$ cat src/rtl/bvs_pkg.sv
// bvs_pkg: shared constants for the branching variable selector
// selection rule codes, register map and fixed field widths
// no dependencies
package bvs_pkg;

	localparam int unsigned VALUE_W = 32;
	localparam int unsigned RULE_W = 3;
	localparam int unsigned PADDR_W = 2;
	localparam int unsigned PDATA_W = 32;

	localparam int unsigned MAX_VARS_DEF = 1024;
	localparam int unsigned FRAC_BITS_DEF = 16;

	// register map
	localparam logic [PADDR_W-1:0] RULE_ADDR = 2'd0;

	typedef enum logic [RULE_W-1:0] {
		RULE_MOST_FRAC = 3'd0,
		RULE_SMALL_MAG = 3'd1,
		RULE_LAST_SMALL = 3'd2,
		RULE_LAST_NONINT = 3'd3,
		RULE_FIRST_PRIO = 3'd4,
		RULE_LAST_PRIO = 3'd5
	} rule_t;

endpackage

$ cat src/rtl/branching_variable_selector_unit.sv
// Scans a relaxation solution one variable per transfer and selects a branching variable.
// A result (chosen, found) is produced for each vector, on the transfer that carries last = 1.
// Uses bvs_pkg for the rule codes and the register map.
//
// One variable is taken per clock cycle, unless in_stall is high, with no gaps between
// vectors. The input register feeds a single compare-and-update stage for all rule
// trackers, so a result is registered in the output register when the last transfer of
// its vector advances out of the input register. Input stall rises only while a last item
// waits in the input register and the previous result is still held, unaccepted, in the
// output register. Each vector's trackers restart as its last item leaves the input
// register. The rule register (address 0) is sampled when the last item is processed;
// codes 6 and 7 give found = 0.
module branching_variable_selector_unit import bvs_pkg::*; #(
	parameter int unsigned MAX_VARS = MAX_VARS_DEF,
	parameter int unsigned FRAC_BITS = FRAC_BITS_DEF
) (
	input  logic                       clk,
	input  logic                       arst_n,
	// configuration
	input  logic                       psel,
	input  logic                       penable,
	input  logic                       pwrite,
	input  logic [PADDR_W-1:0]         paddr,
	input  logic [PDATA_W-1:0]         pwdata,
	output logic [PDATA_W-1:0]         prdata,
	output logic                       pready,
	// solution stream
	input  logic                       in_valid,
	output logic                       in_stall,
	input  logic [$clog2(MAX_VARS)-1:0] var_number,
	input  logic signed [VALUE_W-1:0]  value,
	input  logic                       bounds_equal,
	input  logic                       last,
	// selection result
	output logic                       out_valid,
	input  logic                       out_stall,
	output logic [$clog2(MAX_VARS)-1:0] chosen,
	output logic                       found
);

	localparam int unsigned NUM_W = $clog2(MAX_VARS);
	localparam int unsigned MAG_W = FRAC_BITS + 1;
	localparam logic [MAG_W-1:0] ONE_FX = MAG_W'(1) << FRAC_BITS;

	// configuration register
	logic [RULE_W-1:0] rule_q;
	logic              cfg_wr;

	assign pready = 1'b1;
	assign cfg_wr = psel && penable && pwrite && pready && (paddr == RULE_ADDR);
	assign prdata = (paddr == RULE_ADDR) ? PDATA_W'(rule_q) : '0;

	always_ff @(posedge clk or negedge arst_n) begin
		if (!arst_n) begin
			rule_q <= RULE_MOST_FRAC;
		end else if (cfg_wr) begin
			rule_q <= pwdata[RULE_W-1:0];
		end
	end

	// input register
	logic                      valid_s1;
	logic [NUM_W-1:0]          num_s1;
	logic [VALUE_W-1:0]        raw_s1;
	logic                      fixed_s1;
	logic                      last_s1;
	logic                      adv_s1;
	logic                      take_in;
	logic                      out_valid_q;

	assign adv_s1 = valid_s1 && !(last_s1 && out_valid_q && out_stall);
	assign in_stall = valid_s1 && !adv_s1;
	assign take_in = in_valid && !in_stall;

	always_ff @(posedge clk or negedge arst_n) begin
		if (!arst_n) begin
			valid_s1 <= 1'b0;
		end else begin
			valid_s1 <= take_in || in_stall;
		end
	end

	always_ff @(posedge clk) begin
		if (take_in) begin
			num_s1 <= var_number;
			raw_s1 <= value;
			fixed_s1 <= bounds_equal;
			last_s1 <= last;
		end
	end

	// value classification
	logic                 neg;
	logic [VALUE_W-1:0]   mag;
	logic [FRAC_BITS-1:0] frac;
	logic [MAG_W-1:0]     one_minus_f;
	logic [FRAC_BITS-1:0] round_dist;
	logic                 nonint;
	logic                 below_one;

	always_comb begin
		neg = raw_s1[VALUE_W-1];
		mag = neg ? (~raw_s1 + VALUE_W'(1)) : raw_s1;
		frac = raw_s1[FRAC_BITS-1:0];
		one_minus_f = ONE_FX - MAG_W'(frac);
		round_dist = (MAG_W'(frac) < one_minus_f) ? frac : one_minus_f[FRAC_BITS-1:0];
		nonint = (frac != '0);
		below_one = (raw_s1 != '0) && (mag < VALUE_W'(ONE_FX));
	end

	// trackers
	logic [FRAC_BITS-1:0] frac_dist_q;
	logic [NUM_W-1:0]     frac_num_q;
	logic                 frac_valid_q;
	logic [MAG_W-1:0]     small_mag_q;
	logic [NUM_W-1:0]     small_num_q;
	logic                 small_valid_q;
	logic [NUM_W-1:0]     last_small_num_q;
	logic                 last_small_valid_q;
	logic [NUM_W-1:0]     first_nonint_num_q;
	logic                 first_nonint_valid_q;
	logic [NUM_W-1:0]     last_nonint_num_q;
	logic                 last_nonint_valid_q;

	logic [FRAC_BITS-1:0] frac_dist_d;
	logic [NUM_W-1:0]     frac_num_d;
	logic                 frac_valid_d;
	logic [MAG_W-1:0]     small_mag_d;
	logic [NUM_W-1:0]     small_num_d;
	logic                 small_valid_d;
	logic [NUM_W-1:0]     last_small_num_d;
	logic                 last_small_valid_d;
	logic [NUM_W-1:0]     first_nonint_num_d;
	logic                 first_nonint_valid_d;
	logic [NUM_W-1:0]     last_nonint_num_d;
	logic                 last_nonint_valid_d;

	always_comb begin
		frac_dist_d = frac_dist_q;
		frac_num_d = frac_num_q;
		frac_valid_d = frac_valid_q;
		small_mag_d = small_mag_q;
		small_num_d = small_num_q;
		small_valid_d = small_valid_q;
		last_small_num_d = last_small_num_q;
		last_small_valid_d = last_small_valid_q;
		first_nonint_num_d = first_nonint_num_q;
		first_nonint_valid_d = first_nonint_valid_q;
		last_nonint_num_d = last_nonint_num_q;
		last_nonint_valid_d = last_nonint_valid_q;

		// later item wins ties
		if (frac_dist_q <= round_dist) begin
			frac_dist_d = round_dist;
			frac_num_d = num_s1;
			frac_valid_d = 1'b1;
		end
		// earlier item wins ties; below_one keeps mag under one so the low bits suffice
		if (!fixed_s1 && below_one && (mag[MAG_W-1:0] < small_mag_q)) begin
			small_mag_d = mag[MAG_W-1:0];
			small_num_d = num_s1;
			small_valid_d = 1'b1;
		end
		if (below_one) begin
			last_small_num_d = num_s1;
			last_small_valid_d = 1'b1;
		end
		if (nonint) begin
			if (!first_nonint_valid_q) begin
				first_nonint_num_d = num_s1;
				first_nonint_valid_d = 1'b1;
			end
			last_nonint_num_d = num_s1;
			last_nonint_valid_d = 1'b1;
		end
	end

	always_ff @(posedge clk or negedge arst_n) begin
		if (!arst_n) begin
			frac_dist_q <= '0;
			frac_num_q <= '0;
			frac_valid_q <= 1'b0;
			small_mag_q <= ONE_FX;
			small_num_q <= '0;
			small_valid_q <= 1'b0;
			last_small_num_q <= '0;
			last_small_valid_q <= 1'b0;
			first_nonint_num_q <= '0;
			first_nonint_valid_q <= 1'b0;
			last_nonint_num_q <= '0;
			last_nonint_valid_q <= 1'b0;
		end else if (adv_s1) begin
			if (last_s1) begin
				// vector closed: restart all trackers
				frac_dist_q <= '0;
				frac_num_q <= '0;
				frac_valid_q <= 1'b0;
				small_mag_q <= ONE_FX;
				small_num_q <= '0;
				small_valid_q <= 1'b0;
				last_small_num_q <= '0;
				last_small_valid_q <= 1'b0;
				first_nonint_num_q <= '0;
				first_nonint_valid_q <= 1'b0;
				last_nonint_num_q <= '0;
				last_nonint_valid_q <= 1'b0;
			end else begin
				frac_dist_q <= frac_dist_d;
				frac_num_q <= frac_num_d;
				frac_valid_q <= frac_valid_d;
				small_mag_q <= small_mag_d;
				small_num_q <= small_num_d;
				small_valid_q <= small_valid_d;
				last_small_num_q <= last_small_num_d;
				last_small_valid_q <= last_small_valid_d;
				first_nonint_num_q <= first_nonint_num_d;
				first_nonint_valid_q <= first_nonint_valid_d;
				last_nonint_num_q <= last_nonint_num_d;
				last_nonint_valid_q <= last_nonint_valid_d;
			end
		end
	end

	// rule selection from the updated trackers
	logic [NUM_W-1:0] sel_num;
	logic             sel_found;

	always_comb begin
		sel_num = '0;
		sel_found = 1'b0;
		case (rule_q)
			RULE_MOST_FRAC: begin
				sel_found = frac_valid_d;
				sel_num = frac_num_d;
			end
			RULE_SMALL_MAG: begin
				if (small_valid_d) begin
					sel_found = 1'b1;
					sel_num = small_num_d;
				end else begin
					sel_found = frac_valid_d;
					sel_num = frac_num_d;
				end
			end
			RULE_LAST_SMALL: begin
				if (last_small_valid_d) begin
					sel_found = 1'b1;
					sel_num = last_small_num_d;
				end else begin
					sel_found = frac_valid_d;
					sel_num = frac_num_d;
				end
			end
			RULE_LAST_NONINT, RULE_LAST_PRIO: begin
				sel_found = last_nonint_valid_d;
				sel_num = last_nonint_num_d;
			end
			RULE_FIRST_PRIO: begin
				sel_found = first_nonint_valid_d;
				sel_num = first_nonint_num_d;
			end
			default: begin
				sel_found = 1'b0;
				sel_num = '0;
			end
		endcase
		if (!sel_found) begin
			sel_num = '0;
		end
	end

	// output register
	logic             out_load;
	logic [NUM_W-1:0] chosen_q;
	logic             found_q;

	assign out_load = adv_s1 && last_s1;

	always_ff @(posedge clk or negedge arst_n) begin
		if (!arst_n) begin
			out_valid_q <= 1'b0;
		end else if (out_load) begin
			out_valid_q <= 1'b1;
		end else if (!out_stall) begin
			out_valid_q <= 1'b0;
		end
	end

	always_ff @(posedge clk) begin
		if (out_load) begin
			chosen_q <= sel_num;
			found_q <= sel_found;
		end
	end

	assign out_valid = out_valid_q;
	assign chosen = chosen_q;
	assign found = found_q;

endmodule

$ cat config.mk
export PLATFORM = sky130hd
export DESIGN_NAME = branching_variable_selector_unit
export DESIGN_NICKNAME = d
export VERILOG_FILES = /design/src/rtl/bvs_pkg.sv /design/src/rtl/branching_variable_selector_unit.sv
export SDC_FILE = /design/constraint.sdc
export NUM_CORES = 1
export LEC_CHECK = 0
export BUFFER_PORTS_ARGS = -buffer_cell sky130_fd_sc_hd__buf_2
export CAP_MARGIN = 10
export CORE_ASPECT_RATIO = 0.9
export CORE_UTILIZATION = 43
export CTS_CLUSTER_SIZE = 20
export DETAILED_ROUTE_END_ITERATION = 12
export GPL_ROUTABILITY_DRIVEN = 0
export PLACE_DENSITY = 0.63
export REMOVE_ABC_BUFFERS = 1
export SKIP_CTS_REPAIR_TIMING = 1
export SLEW_MARGIN = 15
export SYNTH_ARGS = -nofsm -noshare
export SYNTH_HDL_FRONTEND = slang
export SYNTH_SLANG_ARGS = --single-unit
$ cat constraint.sdc
create_clock -name clk -period 13.9 [get_ports clk]
set_input_delay 2.78 -clock clk [delete_from_list [all_inputs] [get_ports clk]]
set_output_delay 2.78 -clock clk [all_outputs]
set_load 0.01 [all_outputs]
==> results of run 1 <==
[synth_stat cells (4+ instances only)]
cell	instances	area (um^2)
dfrtp_1	92	2300
nand2_1	76	285
nor2_1	58	218
edfxtp_1	55	1650
a22o_1	52	455
o21ai_0	49	245
inv_1	46	173
ha_1	42	526
mux2i_1	37	370
buf_4	33	248
clkbuf_1	27	101
a21oi_1	24	120
nand3_1	23	115
xnor2_1	19	166
nand2b_1	18	113
a31oi_1	16	100
a211oi_1	15	113
and2_1	15	93.8
nor2b_1	15	93.8
nor3_1	15	75.1
mux2_2	13	146
nand4_1	12	75.1
o311ai_0	10	87.6
or3_1	10	62.6
o221a_2	9	101
buf_2	8	40.0
buf_6	6	67.6
or4_1	6	45.0
a21o_1	5	37.5
nor4_1	5	31.3
o21a_1	5	37.5
nor4b_1	4	35.0
o21ai_1	4	20.0
[sequential cells by signal (all words and copies together) (netlist names), 10 cells and up]
| signal | flops |
|---|---|
| last_nonint_num_q | 10 |
| chosen | 10 |
| first_nonint_num_q | 10 |
| frac_dist_q | 16 |
| raw_s1 | 32 |
| last_small_num_q | 10 |
| small_mag_q | 17 |
| small_num_q | 10 |
| frac_num_q | 10 |
| num_s1 | 10 |
[how the worst max path moves through the flow]
stage	from	end	slack (ns)	cells after the start
2_1_floorplan	paddr[1]	prdata[0]	8.04	2
3_3_place_gp	raw_s1[8]	chosen[7]	7.48	21
3_5_place_dp	raw_s1[8]	chosen[7]	7.42	20
4_1_cts	raw_s1[8]	chosen[7]	7.39	20
5_1_grt	raw_s1[0]	chosen[7]	6.97	20
6_report	raw_s1[8]	chosen[7]	7.35	20
[metal layers]
| metal | vias up | wire length (um) | share of wire | global-route usage |
|---|---|---|---|---|
| met1 | 3198 | 10900 | 0.51 | 0.320 |
| met5 | - | 0 | 0 | 0 |
| met3 | 9 | 1580 | 0.075 | 0.0538 |
| met2 | 248 | 8590 | 0.41 | 0.294 |
| li1 | 3295 | - | - | - |
| met4 | 0 | 142 | 0.0067 | 0.0442 |
[where the power goes]
| group | leakage, uW | total, uW | internal [uW] | switching (uW) |
|---|---|---|---|---|
| Clock | 0.000272 | 454 | 255 | 198 |
| Sequential | 0.00177 | 541 | 500 | 41.0 |
| Combinational | 0.00205 | 261 | 105 | 156 |
[per-stage QoR]
| stage | cell area [um^2] | setup WS (ns) | instances | total power [uW] |
|---|---|---|---|---|
| after floorplan | 8540 | 8.04 | 832 | 718 |
| after global routing | 9870 | 6.97 | 1198 | 1330 |
| after CTS | 9870 | 7.39 | 1198 | 1270 |
| final | 9870 | 7.35 | 1198 | 1260 |
| after detailed placement | 9290 | 7.42 | 1166 | 808 |
| after global placement | 9290 | 7.48 | 1166 | 803 |
[final cells by class]
type	instances	area, um^2
timing repair buffer	79	418
sequential	148	3980
tap	255	319
multi-input combinational	638	4400
clock buffer	18	439
clock inverter	14	141
inverter	46	173
fill	1858	10300
[critical path, stage by stage (launching register included)]
cell and delay, ns:
edfxtp_1 0.51, nor3_2 0.44, and4_1 0.44, inv_1 0.10
or3_1 0.34, or3_1 0.32, ha_1 0.23, a2111oi_0 0.40
a221o_1 0.67, nor2_1 0.12, xnor2_1 0.17, ha_1 0.21
or4_1 0.51, o32ai_1 0.25, a21oi_1 0.11, buf_4 0.22
nor2b_1 0.20, o21a_1 0.18, o32ai_1 0.16, o211ai_2 0.35
a31oi_1 0.40
[cell families (layout without fill, tap and decap cells)]
group,count (synthesis),after routing,synth area share
flip-flops,148,148,0.446
AND/OR/NAND/NOR,276,276,0.164
other,2,30,0.000842
AO/OA/AOI/OAI,221,221,0.180
XOR/XNOR,19,19,0.0187
multiplexers,50,50,0.0579
buffers and inverters,124,157,0.0735
adder cells (fa/ha/maj),42,42,0.0589
[cells in the final DEF, fill, tap and decap left out, types with 5 or more instances in the layout]
cell type / count
a211oi_1: 15
a21o_1: 5
a21oi_1: 24
a22o_1: 52
a31oi_1: 16
and2_1: 14
buf_2: 70
buf_4: 9
clkbuf_16: 17
conb_1: 30
dfrtp_1: 92
edfxtp_1: 55
ha_1: 42
inv_1: 46
mux2_2: 13
mux2i_1: 37
nand2_1: 76
nand2b_1: 18
nand3_1: 23
nand4_1: 12
nor2_1: 58
nor2b_1: 15
nor3_1: 15
nor4_1: 5
o21a_1: 5
o21ai_0: 49
o221a_2: 9
o311ai_0: 10
or3_1: 10
or4_1: 6
xnor2_1: 19
==> impl_metrics.json, run 1 <==
{
  "avgRoutedWirePerCell_um": 17.7,
  "routed_via_density": 5.63,
  "min_period_ns": 6.55,
  "ys_seq_area_frac": 0.446,
  "slew_violations": 0,
  "synth_cell_type_count": 75,
  "min_path_type": "reg -> reg",
  "finalSetupViolCount": 0,
  "die_h_um": 139,
  "rsz0062_at_grt": "no",
  "drt-pass1-iter-count": 5,
  "yosys_warnings": 0,
  "max_slew_margin": 0.238,
  "dieArea_um2": 21300,
  "min_path_cells": 2,
  "grt_usage": 0.209,
  "num_rows": 49,
  "reg2reg_slack_ns": 7.35,
  "grt_pass1_vias": 6455,
  "path_clk_slew_ns": 0.07,
  "syn_area_um2": 8920,
  "antenna_cells": 0,
  "worstSetupPathType": "reg -> reg",
  "overflow": 0,
  "die_x_um": 154,
  "reg2reg_to": "chosen[7]",
  "vdd_drop_max_v": 0.0000799,
  "start_util": 0.442,
  "outcome": "finished, final reports clean",
  "antenna_found_initial": 0,
  "worstSetupStartpointType": "flip-flop",
  "core_um2": 20200,
  "drtIter0Drc": 542,
  "post-route-util": 0.489,
  "clockBufferDepth": 2,
  "ys.flop_type": "dfrtp_1",
  "final_layout_size_suffix_gt1_frac": 0.160,
  "drv_cap": 0,
  "grt_pass1_wl_um": 35200,
  "layout_worst_path_cycle_share": 0.471,
  "fmax_ghz": 0.153,
  "cts.sinks": 148,
  "tns_ns": 0,
  "r2r_start": "raw_s1[8]",
  "avgSynthCellArea_um2": 10.1,
  "dp_hpwl_um": 15000,
  "cellLeakagePower_uw": 0.00410,
  "grt_max_degree": 52,
  "boundaryPins": 131,
  "synthToLayoutAreaGrowth_pct": 10.6,
  "routed_wl_um": 21200,
  "whs_endpoint": "frac_num_q[0]",
  "vias": 6750,
  "whs_ns": 0.487,
  "postSynthCellCount": 882,
  "crit_required_ns": 14.12,
  "place.port_buffers": 71,
  "worst_pin_slew_ns": 1.13,
  "worstPathMaxFanout": 15,
  "cts_root_buffer": "clkbuf_16",
  "crit_path_end_kind": "flip-flop",
  "ys_ff_latch": 148,
  "cp.arrival_ns": 6.77,
  "route.detailed.drc": 0,
  "hp-start": "frac_num_q[0]",
  "synth_edf_count": 55,
  "power.density_nw_per_um2": 127,
  "nets": 1057,
  "skew_ns": 0.0128,
  "synthArstFlopShare": 0.628,
  "antenna_left": 0,
  "cts_tree": "done",
  "ctsHtreeMaxLevel": 4,
  "hold_viol": 0,
  "r2r_cells": 20,
  "numCtsBuffers": 17,
  "insertion_delay_ns": 0.43
}
Power figures use the tool's default switching activity.
==> inputs of run 2 (changes only) <==
- clock period: 13.9 -> 6.7 ns (I/O delays scaled with it)
==> impl_metrics.json, run 2 (same netlist as run 1, synthesis figures left out) <==
{
  "path_clk_slew_ns": 0.07,
  "worstSetupStartpointType": "flip-flop",
  "die_h_um": 139,
  "drt-pass1-iter-count": 5,
  "finalSetupViolCount": 0,
  "setup_slack_ns": 0.344,
  "tns_ns": 0,
  "grt_max_degree": 56,
  "cp.arrival_ns": 6.59,
  "layout_common_cells": "92 x dfrtp_1, 76 x nand2_1, 70 x buf_2",
  "dp_hpwl_um": 15200,
  "layout_commonest_cell": "dfrtp_1",
  "worstPathMaxFanout": 11,
  "reg_top3": "raw_s1 (32), small_mag_q (17), frac_dist_q (16)",
  "hold_viol": 0,
  "fillCellCount": 1864,
  "layout_worst_path_cycle_share": 0.949,
  "place.port_buffers": 71,
  "skew_ns": 0.0148,
  "grt_usage": 0.211,
  "insertion_delay_ns": 0.43,
  "outcome": "finished, final reports clean",
  "worstSetupPathType": "reg -> reg",
  "core_um2": 20200,
  "dieArea_um2": 21300,
  "cellLeakagePower_uw": 0.00416,
  "cts_tree": "done",
  "placed_area_um2": 9370,
  "cts_root_buffer": "clkbuf_16",
  "boundaryPins": 131,
  "clockBufferDepth": 2,
  "route.detailed.drc": 0,
  "design_area_um2": 9970,
  "avgRoutedWirePerCell_um": 17.9,
  "drv_cap": 0,
  "antenna_left": 0,
  "rsz0062_at_grt": "no",
  "overflow": 0,
  "min_path_type": "reg -> reg",
  "drtIter0Drc": 538,
  "largest_register": "raw_s1",
  "grt_pass1_vias": 6481,
  "crit_required_ns": 6.93,
  "power.density_nw_per_um2": 265,
  "antenna_found_initial": 0,
  "num_rows": 49,
  "antenna_cells": 0,
  "largest_reg_flops": 32,
  "ctsHtreeMaxLevel": 4,
  "start_util": 0.442,
  "slew_violations": 0,
  "crit_path_end_kind": "flip-flop",
  "worst_pin_slew_ns": 1.12,
  "synthToLayoutAreaGrowth_pct": 11.7,
  "die_x_um": 154,
  "routed_via_density": 5.68,
  "routed_wl_um": 21600,
  "vias": 6873,
  "grt_pass1_wl_um": 35300,
  "place_ws_ns": 0.396,
  "nets": 1068,
  "cts.sinks": 148,
  "numCtsBuffers": 17,
  "vdd_drop_max_v": 0.000115,
  "final_layout_size_suffix_gt1_frac": 0.171,
  "reg2reg_slack_ns": 0.34,
  "min_period_ns": 6.36,
  "max_slew_margin": 0.254,
  "fmax_ghz": 0.157
}
==> run 2: worst max-delay path, stage by stage, from the launching register on <==
cell,delay (ns)
edfxtp_1,0.50
nor3_1,0.34
and4_1,0.42
inv_1,0.10
or3_1,0.34
ha_1,0.33
xnor2_1,0.25
o21ai_0,0.12
a2111o_1,0.30
a221o_1,0.43
buf_4,0.21
mux2i_1,0.24
ha_1,0.29
a211oi_1,0.24
nor2_1,0.08
o32ai_1,0.30
a21oi_1,0.12
buf_4,0.20
buf_4,0.18
nor2b_1,0.16
o21a_1,0.17
o32ai_1,0.24
o211ai_4,0.25
a31oi_1,0.33
==> run 2: metal layers <==
metal,part of all wire,wire length (um),vias up,GRT usage
met2,0.41,8960,245,0.297
met3,0.064,1380,17,0.0500
met1,0.51,11100,3296,0.320
met4,0.011,236,0,0.0626
li1,-,-,3315,-
met5,0,0,-,0
==> run 2: through the flow <==
| stage | utilization | hold WS, ns | total power (uW) | cells |
|---|---|---|---|---|
| 2_1_floorplan | - | 0.450 | 1490 | 832 |
| 3_3_place_gp | 0.465 | 0.462 | 1680 | 1177 |
| 3_5_place_dp | 0.465 | 0.471 | 1690 | 1177 |
| 4_1_cts | 0.494 | 0.487 | 2660 | 1209 |
| 5_1_grt | 0.494 | 0.512 | 2780 | 1209 |
| 6_report | 0.494 | 0.485 | 2650 | 1209 |
==> run 2: where the power goes <==
part           switching, uW  internal (uW)  leakage (uW)
Sequential              84.8           1040       0.00177
Combinational            332            230       0.00210
Clock                    432            528      0.000289
==> run 2: path summary, 6_finish.rpt <==
| path | startpoint | endpoint | cells after the start |
|---|---|---|---|
| max reg2reg | raw_s1[0] | chosen[7] | 23 |
| min | frac_num_q[2] | frac_num_q[2] | 2 |
| min in group asynchronous | arst_n | frac_dist_q[1] | 1 |
| max in group asynchronous | arst_n | first_nonint_num_q[7] | 2 |
| max | raw_s1[0] | chosen[7] | 23 |
| min reg2reg | frac_num_q[2] | frac_num_q[2] | 2 |
==> run 2: final cells by class <==
| cell class | instances | area (um^2) | area share |
|---|---|---|---|
| sequential | 148 | 3980 | 0.399 |
| timing repair buffer | 90 | 500 | 0.0502 |
| multi-input combinational | 638 | 4410 | 0.442 |
| clock inverter | 15 | 161 | 0.0162 |
| clock buffer | 17 | 425 | 0.0427 |
| inverter | 46 | 173 | 0.0173 |
| tap | 255 | 319 | 0.0320 |
